--- src/hdl/sha5_pkg.sv ---
package sha5_pkg;

  typedef logic [63:0] word_t;

  // One schedule word on its way from the front end to the compression core.
  typedef struct packed {
    word_t data;
    logic  last_blk;
  } qword_t;

  localparam word_t HashInit [0:7] = '{
    64'h6a09e667f3bcc908, 64'hbb67ae8584caa73b, 64'h3c6ef372fe94f82b, 64'ha54ff53a5f1d36f1,
    64'h510e527fade682d1, 64'h9b05688c2b3e6c1f, 64'h1f83d9abfb41bd6b, 64'h5be0cd19137e2179
  };

  localparam int unsigned NumRounds = 80;

  function automatic word_t rotr(input word_t x, input int unsigned n);
    return (x >> n) | (x << (64 - n));
  endfunction

  function automatic word_t big_sigma0(input word_t x);
    return rotr(x, 28) ^ rotr(x, 34) ^ rotr(x, 39);
  endfunction

  function automatic word_t big_sigma1(input word_t x);
    return rotr(x, 14) ^ rotr(x, 18) ^ rotr(x, 41);
  endfunction

  function automatic word_t small_sigma0(input word_t x);
    return rotr(x, 1) ^ rotr(x, 8) ^ (x >> 7);
  endfunction

  function automatic word_t small_sigma1(input word_t x);
    return rotr(x, 19) ^ rotr(x, 61) ^ (x >> 6);
  endfunction

  // Round constants, one per round.
  function automatic word_t round_const(input logic [6:0] idx);
    word_t k;
    case (idx)
      7'd0:  k = 64'h428a2f98d728ae22;  7'd1:  k = 64'h7137449123ef65cd;
      7'd2:  k = 64'hb5c0fbcfec4d3b2f;  7'd3:  k = 64'he9b5dba58189dbbc;
      7'd4:  k = 64'h3956c25bf348b538;  7'd5:  k = 64'h59f111f1b605d019;
      7'd6:  k = 64'h923f82a4af194f9b;  7'd7:  k = 64'hab1c5ed5da6d8118;
      7'd8:  k = 64'hd807aa98a3030242;  7'd9:  k = 64'h12835b0145706fbe;
      7'd10: k = 64'h243185be4ee4b28c;  7'd11: k = 64'h550c7dc3d5ffb4e2;
      7'd12: k = 64'h72be5d74f27b896f;  7'd13: k = 64'h80deb1fe3b1696b1;
      7'd14: k = 64'h9bdc06a725c71235;  7'd15: k = 64'hc19bf174cf692694;
      7'd16: k = 64'he49b69c19ef14ad2;  7'd17: k = 64'hefbe4786384f25e3;
      7'd18: k = 64'h0fc19dc68b8cd5b5;  7'd19: k = 64'h240ca1cc77ac9c65;
      7'd20: k = 64'h2de92c6f592b0275;  7'd21: k = 64'h4a7484aa6ea6e483;
      7'd22: k = 64'h5cb0a9dcbd41fbd4;  7'd23: k = 64'h76f988da831153b5;
      7'd24: k = 64'h983e5152ee66dfab;  7'd25: k = 64'ha831c66d2db43210;
      7'd26: k = 64'hb00327c898fb213f;  7'd27: k = 64'hbf597fc7beef0ee4;
      7'd28: k = 64'hc6e00bf33da88fc2;  7'd29: k = 64'hd5a79147930aa725;
      7'd30: k = 64'h06ca6351e003826f;  7'd31: k = 64'h142929670a0e6e70;
      7'd32: k = 64'h27b70a8546d22ffc;  7'd33: k = 64'h2e1b21385c26c926;
      7'd34: k = 64'h4d2c6dfc5ac42aed;  7'd35: k = 64'h53380d139d95b3df;
      7'd36: k = 64'h650a73548baf63de;  7'd37: k = 64'h766a0abb3c77b2a8;
      7'd38: k = 64'h81c2c92e47edaee6;  7'd39: k = 64'h92722c851482353b;
      7'd40: k = 64'ha2bfe8a14cf10364;  7'd41: k = 64'ha81a664bbc423001;
      7'd42: k = 64'hc24b8b70d0f89791;  7'd43: k = 64'hc76c51a30654be30;
      7'd44: k = 64'hd192e819d6ef5218;  7'd45: k = 64'hd69906245565a910;
      7'd46: k = 64'hf40e35855771202a;  7'd47: k = 64'h106aa07032bbd1b8;
      7'd48: k = 64'h19a4c116b8d2d0c8;  7'd49: k = 64'h1e376c085141ab53;
      7'd50: k = 64'h2748774cdf8eeb99;  7'd51: k = 64'h34b0bcb5e19b48a8;
      7'd52: k = 64'h391c0cb3c5c95a63;  7'd53: k = 64'h4ed8aa4ae3418acb;
      7'd54: k = 64'h5b9cca4f7763e373;  7'd55: k = 64'h682e6ff3d6b2b8a3;
      7'd56: k = 64'h748f82ee5defb2fc;  7'd57: k = 64'h78a5636f43172f60;
      7'd58: k = 64'h84c87814a1f0ab72;  7'd59: k = 64'h8cc702081a6439ec;
      7'd60: k = 64'h90befffa23631e28;  7'd61: k = 64'ha4506cebde82bde9;
      7'd62: k = 64'hbef9a3f7b2c67915;  7'd63: k = 64'hc67178f2e372532b;
      7'd64: k = 64'hca273eceea26619c;  7'd65: k = 64'hd186b8c721c0c207;
      7'd66: k = 64'heada7dd6cde0eb1e;  7'd67: k = 64'hf57d4f7fee6ed178;
      7'd68: k = 64'h06f067aa72176fba;  7'd69: k = 64'h0a637dc5a2c898a6;
      7'd70: k = 64'h113f9804bef90dae;  7'd71: k = 64'h1b710b35131c471b;
      7'd72: k = 64'h28db77f523047d84;  7'd73: k = 64'h32caab7b40c72493;
      7'd74: k = 64'h3c9ebe0a15c9bebc;  7'd75: k = 64'h431d67c49c100d4c;
      7'd76: k = 64'h4cc5d4becb3e42b6;  7'd77: k = 64'h597f299cfc657e2a;
      7'd78: k = 64'h5fcb6fab3ad6faec;  7'd79: k = 64'h6c44198c4a475817;
      default: k = '0;
    endcase
    return k;
  endfunction

endpackage

--- src/hdl/sha5_fifo.sv ---
module sha5_fifo #(
  parameter int unsigned DEPTH = 4
) (
  input  logic             clk,
  input  logic             rst,
  input  logic             wr,
  input  sha5_pkg::qword_t wr_data,
  output logic             full,
  input  logic             rd,
  output sha5_pkg::qword_t rd_data,
  output logic             empty
);
  import sha5_pkg::*;

  localparam int unsigned PtrW = (DEPTH > 1) ? $clog2(DEPTH) : 1;
  localparam int unsigned CntW = $clog2(DEPTH + 1);

  qword_t            mem [0:DEPTH-1];
  logic [PtrW-1:0]   wr_ptr;
  logic [PtrW-1:0]   rd_ptr;
  logic [CntW-1:0]   count;
  logic              do_wr;
  logic              do_rd;

  assign full    = (count == CntW'(DEPTH));
  assign empty   = (count == '0);
  assign do_wr   = wr && !full;
  assign do_rd   = rd && !empty;
  assign rd_data = mem[rd_ptr];

  always_ff @(posedge clk) begin
    if (do_wr) begin
      mem[wr_ptr] <= wr_data;
    end
  end

  // Pointers wrap at the depth.
  always_ff @(posedge clk) begin
    if (rst) begin
      wr_ptr <= '0;
      rd_ptr <= '0;
      count  <= '0;
    end else begin
      if (do_wr) begin
        wr_ptr <= (wr_ptr == PtrW'(DEPTH - 1)) ? '0 : wr_ptr + PtrW'(1);
      end
      if (do_rd) begin
        rd_ptr <= (rd_ptr == PtrW'(DEPTH - 1)) ? '0 : rd_ptr + PtrW'(1);
      end
      if (do_wr && !do_rd) begin
        count <= count + CntW'(1);
      end else if (do_rd && !do_wr) begin
        count <= count - CntW'(1);
      end
    end
  end

endmodule

--- config.mk ---
export PLATFORM = sky130hd
export DESIGN_NAME = sha5_fifo
export DESIGN_NICKNAME = d
export VERILOG_FILES = /design/src/hdl/sha5_pkg.sv /design/src/hdl/sha5_fifo.sv
export SDC_FILE = /design/constraint.sdc
export NUM_CORES = 1
export LEC_CHECK = 0
export ABC_AREA = 1
export CAP_MARGIN = 20
export CORE_MARGIN = 2
export CORE_UTILIZATION = 40
export DETAILED_ROUTE_END_ITERATION = 7
export DONT_BUFFER_PORTS = 1
export GPL_ROUTABILITY_DRIVEN = 1
export PLACE_DENSITY = 0.66
export SLEW_MARGIN = 0
export SYNTH_ARGS = -nofsm -noshare
export SYNTH_HDL_FRONTEND = slang
export SYNTH_SLANG_ARGS = --single-unit
--- constraint.sdc ---
create_clock -name clk -period 3.6 [get_ports clk]
set_input_delay 0.36 -clock clk [delete_from_list [all_inputs] [get_ports clk]]
set_output_delay 0.36 -clock clk [all_outputs]
set_load 0.03 [all_outputs]
==> results_dict.tcl <==
set metrics [dict create \
    nNetsFinal 850 \
    hold_path_depth 3 \
    path_delay_family "buffers and inverters" \
    r2r_start "count[1]" \
    reg2reg_setup_slack_ns 1.46 \
    critical_path_buf_inv_count 2 \
    first_pass_iters 4 \
    cp_slowest_cell "o22ai_1" \
    synth_cell_type_count 25 \
    seqCellArea_um2 7990 \
    initial_core_util_pct 40.5 \
    cts_sinks 269 \
    syn_nets 776 \
    placed_cell_area_um2 10800 \
    hold_violations 0 \
    port_buffers 0 \
    multi_input_area_um2 2130 \
    fin_util_pct 48.0 \
    cp.arrival_ns 2.58 \
    hold_class "input port to flip-flop" \
    critPathKind "flip-flop to primary output" \
    fin_crit_sh_pct 81.6 \
    cellLeakagePower_nw 4.09 \
    worstPathRequired_ns 3.24 \
    cp_slowest_stage_delay_ns 0.60 \
    synth_top_cell_by_area "edfxtp_1" \
    slew_headroom_pct 49.0 \
    cts.repair_timing.setup_buffer_count 0 \
    max-cap-violations 0 \
    place_congestion 0.726 \
    syn_inst 700 \
    nFillCells 2145 \
    drive_above_1_share_pct 13.6 \
    fin_worst_skew_ns 0.00686 \
    rows 59 \
    hold_end "wr_ptr[1]" \
    dp.cells 1012 \
    fin_cells 1129 \
    ctsHtreeMaxLevel 1 \
    grt_pass1_vias 5990 \
    ys_warn_count 0 \
    fmax_mhz 340 \
    powerDensity_nw_per_um2 783 \
    numCtsBuffers 27 \
    chipWidth_um 166 \
    ys_top_cells_by_area "edfxtp_1 75%, nor2_1 4.6%, o21ai_0 4.4%" \
    hpwl_mm 11.3 \
    yosysMostFrequentCell "edfxtp_1" \
    core_area_um2 25800 \
    yosysSeqAreaShare_pct 76.4 \
    ioPinCount 136 \
    rsz0062_at_grt "no" \
    ys.flop_type "edfxtp_1" \
    clock_latency_ns 0.53 \
    tightest_slew_ns 0.776 \
    grt_antenna_before_repair 2 \
    grt_pass1_wl_mm 32.8 \
    worstPathCellList "inv_6 > buf_16 > nor2_1 > o22ai_1" \
    clk_pin_slew_ns 0.06 \
    setup_viol 0 \
    fin_crit_ns 2.94 \
    synth-seq-cells 269 \
    vias_per_cell 5.18 \
    timing.rr.end "count[1]" \
    ys_async_sr_fraction_pct 0 \
    cts_tree "done" \
    wl_per_cell_um 18.3 \
    dieArea_um2 27400 \
    yosys-top-cells-count "260 x edfxtp_1, 127 x nor2_1, 91 x o21ai_0" \
    cts.repair.resized 0 \
    grt_max_degree 119 \
    max-vdd-ir-drop_uv 505 \
    grt_overflow 0 \
    startpoint_type "flip-flop" \
    num_vias 5848 \
    clk_path_buf_depth 3 \
    syn_area_um2 10500 \
    path_max_fanout 64 \
    drt_iter0_markers 412 \
    area_growth_pct 18.6 \
    grt_util_all_layers_pct 14.9 \
    tns_ns 0 \
    outcome "finished, final reports clean" \
    slew_violations 0 \
    wl_mm 20.7 \
    cp-end-kind "primary output" \
    postSynthAreaPerCell_um2 14.9 \
    min-delay-start "wr" \
    reg2reg_depth 9 \
    antenna_left 0 \
    die_h_um 166 \
    clockRootBuffer "clkbuf_16" \
    cts_hold_buf 67 \
    netlist.area_leader.share_pct 74.7 \
    drc 0 \
    design_area_um2 12400 \
    synth_edf_count 260 \
]
[layout make-up]
type | instances | share of cell area (%)
Sequential cell | 269 | 64.5
Multi-Input combinational cell | 371 | 17.2
Timing Repair Buffer | 87 | 7.29
Clock buffer | 33 | 5.63
Tap cell | 335 | 3.38
Clock inverter | 15 | 1.40
Inverter | 18 | 0.586
Antenna cell | 1 | 0.0202
[routing by layer]
| metal | vias to the layer above | wire length [um] | GRT usage, % |
|---|---|---|---|
| met5 | - | 13 | 0 |
| met1 | 2896 | 8430 | 17.7 |
| met4 | 2 | 478 | 4.35 |
| met3 | 37 | 1160 | 3.54 |
| met2 | 142 | 10600 | 27.0 |
| li1 | 2771 | - | - |
[through the flow]
step / worst slack (ns) / hold WS, ns / power (mW)
6_report: 0.661 / 0.0316 / 9.70
3_5_place_dp: 1.03 / 0.444 / 6.96
4_1_cts: 0.470 / 0.00450 / 9.80
5_1_grt: 0.464 / 0.0317 / 10.2
3_3_place_gp: 1.09 / 0.433 / 6.92
2_1_floorplan: -0.299 / 0.432 / 6.43
[tightest hold or removal path, cell delays in order]
cell and delay (ns):
nand3b_1 0.06, nand2_1 0.06, nor2_1 0.03
[flip-flops by register name (all words and copies together) (netlist names), named ones only]
signal / count
mem: 260
count: 3
rd_ptr: 2
wr_ptr: 2
[layout by cell type, fill, tap and decap left out, types with 2 or more instances in the layout]
cell type      Yosys  routed
inv_1             16      16
clkinv_2           0       2
nor2_1           127     123
o21ai_1           35      35
dlygate4sd3_1      0      67
ha_1               6       6
clkbuf_16          0      27
o21ai_0           91      91
nand2_1           14      14
bufinv_16          0       4
nor2_4            20      24
buf_4              1      14
buf_12             3       5
clkbuf_1          17       6
edfxtp_1         260     260
a21oi_1            2       2
dfxtp_1            9       7
inv_6              1       2
o21ai_2            5       5
o22ai_2           20      20
nand3b_1           2       2
o22ai_1           45      45
clkinv_1           0       7
[logic make-up after synthesis]
| logic type | after synthesis | share of synthesized area [%] |
|---|---|---|
| AO/OA/AOI/OAI | 198 | 11.6 |
| buffers and inverters | 60 | 3.50 |
| AND/OR/NAND/NOR | 165 | 7.47 |
| flip-flops | 269 | 76.4 |
| XOR/XNOR | 1 | 0.0838 |
| adder cells (fa/ha/maj) | 7 | 0.910 |
[report_power, final]
part           leakage (nW)  total [mW]  internal [mW]  switching, mW
clock                 0.424        2.75           1.66           1.10
sequential             2.46        3.98           3.82          0.163
combinational          1.21        2.96          0.698           2.27
total                  4.09        9.70           6.17           3.53
[worst max path at each step]
stage,startpoint,endpoint,slack [ns],cells past startpoint
2_1_floorplan,count[0],mem[0][0],-0.30,4
3_3_place_gp,flip-flop,rd_data[46],1.09,3
3_5_place_dp,flip-flop,rd_data[11],1.03,3
4_1_cts,flip-flop,rd_data[11],0.47,3
5_1_grt,flip-flop,rd_data[11],0.46,3
6_report,flip-flop,rd_data[39],0.66,4
Power figures use the tool's default switching activity.
