**src/hdl/sha5_pkg.sv**
```systemverilog
package sha5_pkg;

  typedef logic [63:0] word_t;

  // One schedule word on its way from the front end to the compression core.
  typedef struct packed {
    word_t data;
    logic  last_blk;
  } qword_t;

  localparam word_t HashInit [0:7] = '{
    64'h6a09e667f3bcc908, 64'hbb67ae8584caa73b, 64'h3c6ef372fe94f82b, 64'ha54ff53a5f1d36f1,
    64'h510e527fade682d1, 64'h9b05688c2b3e6c1f, 64'h1f83d9abfb41bd6b, 64'h5be0cd19137e2179
  };

  localparam int unsigned NumRounds = 80;

  function automatic word_t rotr(input word_t x, input int unsigned n);
    return (x >> n) | (x << (64 - n));
  endfunction

  function automatic word_t big_sigma0(input word_t x);
    return rotr(x, 28) ^ rotr(x, 34) ^ rotr(x, 39);
  endfunction

  function automatic word_t big_sigma1(input word_t x);
    return rotr(x, 14) ^ rotr(x, 18) ^ rotr(x, 41);
  endfunction

  function automatic word_t small_sigma0(input word_t x);
    return rotr(x, 1) ^ rotr(x, 8) ^ (x >> 7);
  endfunction

  function automatic word_t small_sigma1(input word_t x);
    return rotr(x, 19) ^ rotr(x, 61) ^ (x >> 6);
  endfunction

  // Round constants, one per round.
  function automatic word_t round_const(input logic [6:0] idx);
    word_t k;
    case (idx)
      7'd0:  k = 64'h428a2f98d728ae22;  7'd1:  k = 64'h7137449123ef65cd;
      7'd2:  k = 64'hb5c0fbcfec4d3b2f;  7'd3:  k = 64'he9b5dba58189dbbc;
      7'd4:  k = 64'h3956c25bf348b538;  7'd5:  k = 64'h59f111f1b605d019;
      7'd6:  k = 64'h923f82a4af194f9b;  7'd7:  k = 64'hab1c5ed5da6d8118;
      7'd8:  k = 64'hd807aa98a3030242;  7'd9:  k = 64'h12835b0145706fbe;
      7'd10: k = 64'h243185be4ee4b28c;  7'd11: k = 64'h550c7dc3d5ffb4e2;
      7'd12: k = 64'h72be5d74f27b896f;  7'd13: k = 64'h80deb1fe3b1696b1;
      7'd14: k = 64'h9bdc06a725c71235;  7'd15: k = 64'hc19bf174cf692694;
      7'd16: k = 64'he49b69c19ef14ad2;  7'd17: k = 64'hefbe4786384f25e3;
      7'd18: k = 64'h0fc19dc68b8cd5b5;  7'd19: k = 64'h240ca1cc77ac9c65;
      7'd20: k = 64'h2de92c6f592b0275;  7'd21: k = 64'h4a7484aa6ea6e483;
      7'd22: k = 64'h5cb0a9dcbd41fbd4;  7'd23: k = 64'h76f988da831153b5;
      7'd24: k = 64'h983e5152ee66dfab;  7'd25: k = 64'ha831c66d2db43210;
      7'd26: k = 64'hb00327c898fb213f;  7'd27: k = 64'hbf597fc7beef0ee4;
      7'd28: k = 64'hc6e00bf33da88fc2;  7'd29: k = 64'hd5a79147930aa725;
      7'd30: k = 64'h06ca6351e003826f;  7'd31: k = 64'h142929670a0e6e70;
      7'd32: k = 64'h27b70a8546d22ffc;  7'd33: k = 64'h2e1b21385c26c926;
      7'd34: k = 64'h4d2c6dfc5ac42aed;  7'd35: k = 64'h53380d139d95b3df;
      7'd36: k = 64'h650a73548baf63de;  7'd37: k = 64'h766a0abb3c77b2a8;
      7'd38: k = 64'h81c2c92e47edaee6;  7'd39: k = 64'h92722c851482353b;
      7'd40: k = 64'ha2bfe8a14cf10364;  7'd41: k = 64'ha81a664bbc423001;
      7'd42: k = 64'hc24b8b70d0f89791;  7'd43: k = 64'hc76c51a30654be30;
      7'd44: k = 64'hd192e819d6ef5218;  7'd45: k = 64'hd69906245565a910;
      7'd46: k = 64'hf40e35855771202a;  7'd47: k = 64'h106aa07032bbd1b8;
      7'd48: k = 64'h19a4c116b8d2d0c8;  7'd49: k = 64'h1e376c085141ab53;
      7'd50: k = 64'h2748774cdf8eeb99;  7'd51: k = 64'h34b0bcb5e19b48a8;
      7'd52: k = 64'h391c0cb3c5c95a63;  7'd53: k = 64'h4ed8aa4ae3418acb;
      7'd54: k = 64'h5b9cca4f7763e373;  7'd55: k = 64'h682e6ff3d6b2b8a3;
      7'd56: k = 64'h748f82ee5defb2fc;  7'd57: k = 64'h78a5636f43172f60;
      7'd58: k = 64'h84c87814a1f0ab72;  7'd59: k = 64'h8cc702081a6439ec;
      7'd60: k = 64'h90befffa23631e28;  7'd61: k = 64'ha4506cebde82bde9;
      7'd62: k = 64'hbef9a3f7b2c67915;  7'd63: k = 64'hc67178f2e372532b;
      7'd64: k = 64'hca273eceea26619c;  7'd65: k = 64'hd186b8c721c0c207;
      7'd66: k = 64'heada7dd6cde0eb1e;  7'd67: k = 64'hf57d4f7fee6ed178;
      7'd68: k = 64'h06f067aa72176fba;  7'd69: k = 64'h0a637dc5a2c898a6;
      7'd70: k = 64'h113f9804bef90dae;  7'd71: k = 64'h1b710b35131c471b;
      7'd72: k = 64'h28db77f523047d84;  7'd73: k = 64'h32caab7b40c72493;
      7'd74: k = 64'h3c9ebe0a15c9bebc;  7'd75: k = 64'h431d67c49c100d4c;
      7'd76: k = 64'h4cc5d4becb3e42b6;  7'd77: k = 64'h597f299cfc657e2a;
      7'd78: k = 64'h5fcb6fab3ad6faec;  7'd79: k = 64'h6c44198c4a475817;
      default: k = '0;
    endcase
    return k;
  endfunction

endpackage

```
**src/hdl/sha5_front.sv**
```systemverilog
module sha5_front (
  input  logic             clk,
  input  logic             rst,
  input  logic             push,
  output logic             full,
  input  logic [7:0]       data_byte,
  input  logic             byte_valid,
  input  logic             end_of_message,
  output logic             q_push,
  output sha5_pkg::qword_t q_data,
  input  logic             q_full
);
  import sha5_pkg::*;

  localparam logic [2:0] F_DATA  = 3'd0;
  localparam logic [2:0] F_MARK  = 3'd1;
  localparam logic [2:0] F_ZERO  = 3'd2;
  localparam logic [2:0] F_LENHI = 3'd3;
  localparam logic [2:0] F_LENLO = 3'd4;

  logic [2:0]   state;
  logic [63:0]  acc;
  logic [2:0]   pos;
  logic [3:0]   word_cnt;
  logic [124:0] byte_cnt;
  logic         accept;
  logic [63:0]  mark_tmp;
  logic [63:0]  mark_word;

  assign full   = (state != F_DATA) || q_full;
  assign accept = push && !full;

  // The end marker byte follows the buffered bytes; later bytes of the word are zero.
  assign mark_tmp  = {acc[55:0], 8'h80};
  assign mark_word = mark_tmp << {3'(3'd7 - pos), 3'b000};

  // Word toward the core.
  always_comb begin
    q_push = 1'b0;
    q_data = '0;
    case (state)
      F_DATA: begin
        if (accept && byte_valid && pos == 3'd7) begin
          q_push      = 1'b1;
          q_data.data = {acc[55:0], data_byte};
        end
      end
      F_MARK: begin
        q_push      = !q_full;
        q_data.data = mark_word;
      end
      F_ZERO: begin
        q_push = !q_full;
      end
      F_LENHI: begin
        q_push      = !q_full;
        q_data.data = byte_cnt[124:61];
      end
      F_LENLO: begin
        q_push          = !q_full;
        q_data.data     = {byte_cnt[60:0], 3'b000};
        q_data.last_blk = 1'b1;
      end
      default: begin
        q_push = 1'b0;
      end
    endcase
  end

  // Byte packing and padding sequence.
  always_ff @(posedge clk) begin
    if (rst) begin
      state    <= F_DATA;
      pos      <= '0;
      word_cnt <= '0;
      byte_cnt <= '0;
    end else begin
      case (state)
        F_DATA: begin
          if (accept) begin
            if (byte_valid) begin
              acc      <= {acc[55:0], data_byte};
              pos      <= pos + 3'd1;
              byte_cnt <= byte_cnt + 125'd1;
              if (pos == 3'd7) begin
                word_cnt <= word_cnt + 4'd1;
              end
            end
            if (end_of_message) begin
              state <= F_MARK;
            end
          end
        end
        F_MARK: begin
          if (!q_full) begin
            word_cnt <= word_cnt + 4'd1;
            state    <= (word_cnt == 4'd13) ? F_LENHI : F_ZERO;
          end
        end
        F_ZERO: begin
          if (!q_full) begin
            word_cnt <= word_cnt + 4'd1;
            if (word_cnt == 4'd13) begin
              state <= F_LENHI;
            end
          end
        end
        F_LENHI: begin
          if (!q_full) begin
            word_cnt <= word_cnt + 4'd1;
            state    <= F_LENLO;
          end
        end
        F_LENLO: begin
          if (!q_full) begin
            word_cnt <= '0;
            pos      <= '0;
            byte_cnt <= '0;
            state    <= F_DATA;
          end
        end
        default: begin
          state <= F_DATA;
        end
      endcase
    end
  end

endmodule

```
**config.mk**
```make
export PLATFORM = sky130hd
export DESIGN_NAME = sha5_front
export DESIGN_NICKNAME = d
export VERILOG_FILES = /design/src/hdl/sha5_pkg.sv /design/src/hdl/sha5_front.sv
export SDC_FILE = /design/constraint.sdc
export NUM_CORES = 1
export LEC_CHECK = 0
export BUFFER_PORTS_ARGS = -buffer_cell sky130_fd_sc_hd__buf_2
export CAP_MARGIN = 30
export CORE_AREA = 2 2 142 144
export CTS_CLUSTER_DIAMETER = 80
export DETAILED_ROUTE_END_ITERATION = 8
export DIE_AREA = 0 0 144 146
export PLACE_DENSITY = 0.86
export SYNTH_ARGS = -nofsm -noshare
export SYNTH_HDL_FRONTEND = slang
export SYNTH_SLANG_ARGS = --single-unit
```
**constraint.sdc**
```tcl
create_clock -name clk -period 17.6 [get_ports clk]
set_input_delay 1.76 -clock clk [delete_from_list [all_inputs] [get_ports clk]]
set_output_delay 1.76 -clock clk [all_outputs]
set_load 0.05 [all_outputs]
```
==> qor.csv, run 1 <==
metric;value;unit
WL/cell;25.7;um
setup TNS;0;ns
critical path launch point type;primary input;
DP HPWL;29200;um
GP Congestion;1.04;
fmax;172;MHz
violated checks;design-rule violations;
layout cells sized above 1;13.8;%
Tot GR Track Use;38.7;%
CP arrival;4.04;ns
Area Growth Syn to Fin;10.5;%
ANT cells;0;
Final nets;1351;
H-Tree Depth;4;
maxcap violations;0;
Synth warnings;0;
Critical Path Most Common Cell;buf_2;
PostCTS Resize Cnt;0;
most common cell after layout, fill and taps aside;dfxtp_1;
CTS Buf Count;17;
number of global-route vias before repair;10600;
Die Area;21000;um2
post-route ant nets;0;
drt first pass iters;9;
worst slew pin tran;1.04;ns
min-delay worst type;register to register;
vias after detailed routing;12000;
Worst-Skew Late Latency;0.46;ns
DRC errors left;21;
Mapped Area;11200;um2
Core Box Area;19300;um2
Max Buffers Root-to-Sink;2;
Place WS;11.88;ns
Hold Vio Cnt, Final;0;
CP startpoint;q_full;
Top FF cell, synth;dfxtp_1;
Initial Utilization;57.9;%
status;complete, but fails checks;
global-route wire length before repair;62300;um
Critical Path End Type;output port;
# setup viols final;0;
number of synthesized flops with an enable pin;56;
# IOs;81;
worst rel slew slack;29.9;%
slowest stage cell on the critical path;buf_4;
largest net degree at the start of global routing;83;
PortBufs;80;
TritonCTS clock tree;yes;
peak supply drop;61.5;uV
FF-to-FF Start;byte_cnt[0];
Cell Chain, Critical Path;buf_2, or3_1, nor3_2, buf_4, a31o_2, a222oi_1, inv_1, buf_2;
final instance area;12400;um2
Min Clock Period, post-route;5.80;ns
hold_sp;acc[44];
Die Y;146;um
drt first-iter violations;2440;
FILL cells;1648;
syn nets;1325;
final clock skew;0.0106;ns
distinct cell type count of the synthesized netlist;51;
Post-Syn Area per Cell;8.57;um2
setup bufs post-CTS;0;
initial antenna violation count;0;
Clock Tree Root;clkbuf_16;
post-synthesis sequential area ratio;39.2;%
most frequent cells in the layout;dfxtp_1, nand2_1, a21oi_1, nand4_1, nor2_1;
Vias/cell;7.46;
Req. time, crit path;15.84;ns
critical path type;primary input to output port;
placed inst area;11800;um2
Synth Register Bits;191;
crit path max fanout;56;
RSZ-0062 raised after global routing;false;
Gate Count Post-Synth;1306;
largest stage delay on the critical path;0.59;ns
CTS Sinks;191;
async set or reset register ratio after synthesis;0;%
PD cells;71.6;nW/um2
Remaining Overflow, GRT;0;
P_leak;0.00393;uW
fin worst setup slack;11.80;ns
max-slew violation count;0;
chip width;144;um
# hold bufs at CTS;0;
fin crit share;33.0;%
num rows;51;
Total Wirelength;41400;um
clock slew at reported path FFs;0.08;ns
cells by family (layout without fill, tap and decap cells):
group	count (synthesis)	in the layout	synth area share, %
and+or+nand+nor	577	577	27.9
AOI/OAI and AO/OA	302	302	18.5
DFF	191	191	39.2
buffers and inverters	127	166	4.47
muxes	63	63	6.22
xor gates and xnor gates	41	41	3.21
adders and majority gates	5	5	0.559
layout make-up:
cell class                 instances  area (um2)  share of cell area [%]
multi-input combinational        988        6350                    51.4
sequential                       191        4390                    35.5
timing repair buffer             105         589                    4.77
clock buffer                      17         425                    3.44
tap                              265         332                    2.68
clock inverter                    15         164                    1.33
inverter                          29         109                   0.881
synth_stat cells (5+ instances only):
library cell  number  share of area (%)
dfxtp_1          135                 24
nand2_1          111                3.7
a21oi_1          101                4.5
nand4_1           97                5.4
nor2_1            94                3.2
clkbuf_1          85                2.9
nand3_1           62                2.8
a222oi_1          57                5.1
edfxtp_1          56                 15
o21ai_0           51                2.3
or4_1             46                3.1
o31ai_1           43                2.9
or3_1             43                2.4
nor4_1            42                2.3
mux2i_1           38                3.4
inv_1             29               0.97
xor2_1            29                2.3
nor3_1            24                1.1
mux2_2            22                2.2
and3_1            15               0.84
a22o_1            12               0.94
xnor2_1           12               0.94
a22oi_1           10               0.67
and4_1             9               0.70
buf_1              9               0.30
and2_1             8               0.45
or2_2              8               0.45
o221ai_1           7               0.55
o211ai_1           6               0.40
ha_1               5               0.56
o21a_1             5               0.34
path summary, 6_finish.rpt:
path	end	slack, ns	cells after the start
min reg2reg	acc[52]	0.49	0
max reg2reg	byte_cnt[114]	13.90	6
min	acc[52]	0.49	0
max	q_data[11]	11.80	8
metrics by stage:
stage	total power [uW]	hold WS, ns	utilization, %	cells
floorplan	490	0.445	-	1306
global route	900	0.506	63.9	1610
finish	885	0.488	63.9	1610
global placement	499	0.458	60.8	1576
detailed placement	500	0.466	60.9	1578
CTS	879	0.484	63.9	1610
sequential cells by signal (all words and copies together) (netlist names):
register / count
byte_cnt: 125
acc: 56
word_cnt: 4
pos: 3
state: 3
critical path, delay by kind of cell:
| family | cells | cell delay, ns |
|---|---|---|
| AOI/OAI and AO/OA | 2 | 0.48 |
| buffers and inverters | 4 | 1.11 |
| and+or+nand+nor | 2 | 0.68 |
power breakdown:
| part | internal [uW] | total [uW] | switching, uW |
|---|---|---|---|
| logic | 10.2 | 33.1 | 22.9 |
| registers | 454 | 458 | 4.34 |
| clock network | 191 | 394 | 203 |
metal layers:
layer	part of all wire (%)	wire (um)	vias to the layer above	global-route usage [%]
met1	37	15300	5574	53.4
met2	42	17300	1050	54.9
met3	15	6130	197	10.3
met4	6.4	2650	0	20.9
met5	0	0	-	0
li1	-	-	5184	-
Power figures use the tool's default switching activity.
==> run 2: changes to the inputs <==
==> constraint.sdc (replaced) <==
create_clock -name clk -period 5.9 [get_ports clk]
set_input_delay 0.59 -clock clk [delete_from_list [all_inputs] [get_ports clk]]
set_output_delay 0.59 -clock clk [all_outputs]
set_load 0.05 [all_outputs]
==> run 2 against run 1 <==
- the run still ends with design-rule violations left
- clock power grew to 2.8 times the previous value
- critical endpoint is now q_data[14]
- register-to-register slack worse by 11 ns
- cell count down 0.12%
- first-iteration DRC count down 4.6%
- utilization decreased by 0.18 points
- sequential power grew to 3.0 times the previous value
- flip-flop and latch count is the same
- count of clock-buffer cells in the layout is 2 higher
- power increased to 2.9 times the previous value
==> qor.csv, run 2 (synthesis gave the netlist of run 1 again) <==
metric;value;unit;change
Total Power;2590;uW;was 885 uW
Die Area;21000;um2;unchanged
Critical Path End Type;output port;;unchanged
violated checks;design-rule violations;;unchanged
critical path launch point type;register;;was primary input
initial antenna violation count;0;;unchanged
CTS Sinks;191;;unchanged
vias after detailed routing;11900;;was 12000
Layout Cells excl Fill;1608;;was 1610
worst slew pin tran;0.982;ns;was 1.04 ns
maxcap violations;0;;unchanged
Die Y;146;um;unchanged
status;complete, but fails checks;;unchanged
RSZ-0062 raised after global routing;false;;unchanged
ANT cells;0;;unchanged
crit path max fanout;52;;was 56
placed inst area;11800;um2;about the same
setup bufs post-CTS;0;;unchanged
Worst-Skew Late Latency;0.44;ns;was 0.46 ns
final clock skew;0.00806;ns;was 0.0106 ns
PD cells;210;nW/um2;was 71.6 nW/um2
peak supply drop;186;uV;was 61.5 uV
TritonCTS clock tree;yes;;unchanged
DRC errors left;26;;was 21
clock slew at reported path FFs;0.07;ns;was 0.08 ns
H-Tree Depth;4;;unchanged
Vias/cell;7.41;;was 7.46
DP HPWL;29000;um;was 29200 um
drt first-iter violations;2328;;was 2440
Req. time, crit path;5.31;ns;was 15.84 ns
max-slew violation count;0;;unchanged
dpl cells;1576;;was 1578
CP arrival;3.33;ns;was 4.04 ns
fmax;255;MHz;
Min Clock Period, post-route;3.92;ns;
GP Congestion;1.00;;was 1.04
most frequent cells in the layout;dfxtp_1, nand2_1, a21oi_1, nand4_1, nor2_1;;unchanged
PortBufs;80;;unchanged
drt first pass iters;9;;unchanged
most common cell after layout, fill and taps aside;dfxtp_1;;unchanged
max reg flops;125;;unchanged
# hold bufs at CTS;0;;unchanged
fin crit share;66.5;%;
setup TNS;0;ns;unchanged
PostCTS Resize Cnt;0;;unchanged
critical path type;register to output port;;was primary input to output port
FILL cells;1606;;was 1648
# setup viols final;0;;unchanged
Clock Tree Root;clkbuf_16;;unchanged
Remaining Overflow, GRT;0;;unchanged
Hold Vio Cnt, Final;0;;unchanged
final instance area;12300;um2;was 12400 um2
largest registers;byte_cnt: 125 flops, acc: 56 flops, word_cnt: 4 flops;;unchanged
Max Buffers Root-to-Sink;2;;unchanged
global-route wire length before repair;61200;um;was 62300 um
post-route ant nets;0;;unchanged
number of global-route vias before repair;10400;;was 10600
min-delay worst type;primary input to register;;was register to register
chip width;144;um;unchanged
num rows;51;;unchanged
Area Growth Syn to Fin;10.2;%;was 10.5%
Core Box Area;19300;um2;unchanged
CTS Buf Count;17;;unchanged
largest register by flop count;byte_cnt;;unchanged
fin worst setup slack;1.98;ns;was 11.80 ns
# IOs;81;;unchanged
Initial Utilization;57.9;%;unchanged
largest net degree at the start of global routing;77;;was 83
Place WS;2.37;ns;was 11.88 ns
layout cells sized above 1;13.5;%;was 13.8%
Final nets;1349;;was 1351
worst rel slew slack;34.0;%;was 29.9%
WL/cell;25.1;um;was 25.7 um
Total Wirelength;40400;um;was 41400 um
Tot GR Track Use;37.7;%;was 38.7%
P_leak;0.00391;uW;was 0.00393 uW
## run 2: changes by cell type in the layout (fill, tap and decap cells not counted), sizes merged
cell / delta
buf: -2
clkbuf: +2
clkinv: +1
clkinvlp: +1
inv: -4
## run 2: layout make-up
class	count	area (um2)	share of cell area, %
multi-input combinational	988	6360	51.6
clock inverter	13	104	0.843
clock buffer	19	464	3.77
tap	265	332	2.69
timing repair buffer	103	572	4.64
sequential	191	4390	35.6
inverter	29	109	0.883
## run 2: final timing paths
path / startpoint / endpoint / slack (ns) / cells past startpoint
hold / removal: data_byte[3] / acc[3] / 0.34 / 1
hold reg to reg: acc[42] / acc[50] / 0.48 / 0
setup reg to reg: byte_cnt[0] / byte_cnt[78] / 2.48 / 6
setup / recovery: state[1] / q_data[14] / 1.98 / 7
## run 2: critical path, stage by stage, from the launching register on
cell,delay [ns]
dfxtp_1,0.48
or3_1,0.62
nor3_2,0.34
buf_4,0.60
a31o_2,0.35
a222oi_1,0.13
inv_1,0.10
buf_2,0.26
## run 2: routing by layer
| metal | global-route usage, % | part of all wire (%) | up-vias |
|---|---|---|---|
| met2 | 53.9 | 42 | 1015 |
| met4 | 19.8 | 6.1 | 0 |
| met5 | 0 | 0 | - |
| met1 | 52.0 | 37 | 5558 |
| li1 | - | - | 5170 |
| met3 | 10.0 | 15 | 180 |
## run 2: stage by stage
step / util [%] / hold WS, ns
after detailed placement: 60.8 / 0.463
after global placement: 60.7 / 0.462
after global routing: 63.7 / 0.337
after floorplan: - / 0.445
final: 63.7 / 0.337
after CTS: 63.7 / 0.333
## run 2: power breakdown
part           switching (uW)  leakage [uW]  internal (uW)
clock network             540      0.000272            584
logic                    68.0       0.00204           31.2
registers                12.6       0.00160           1350
total                     621       0.00391           1970
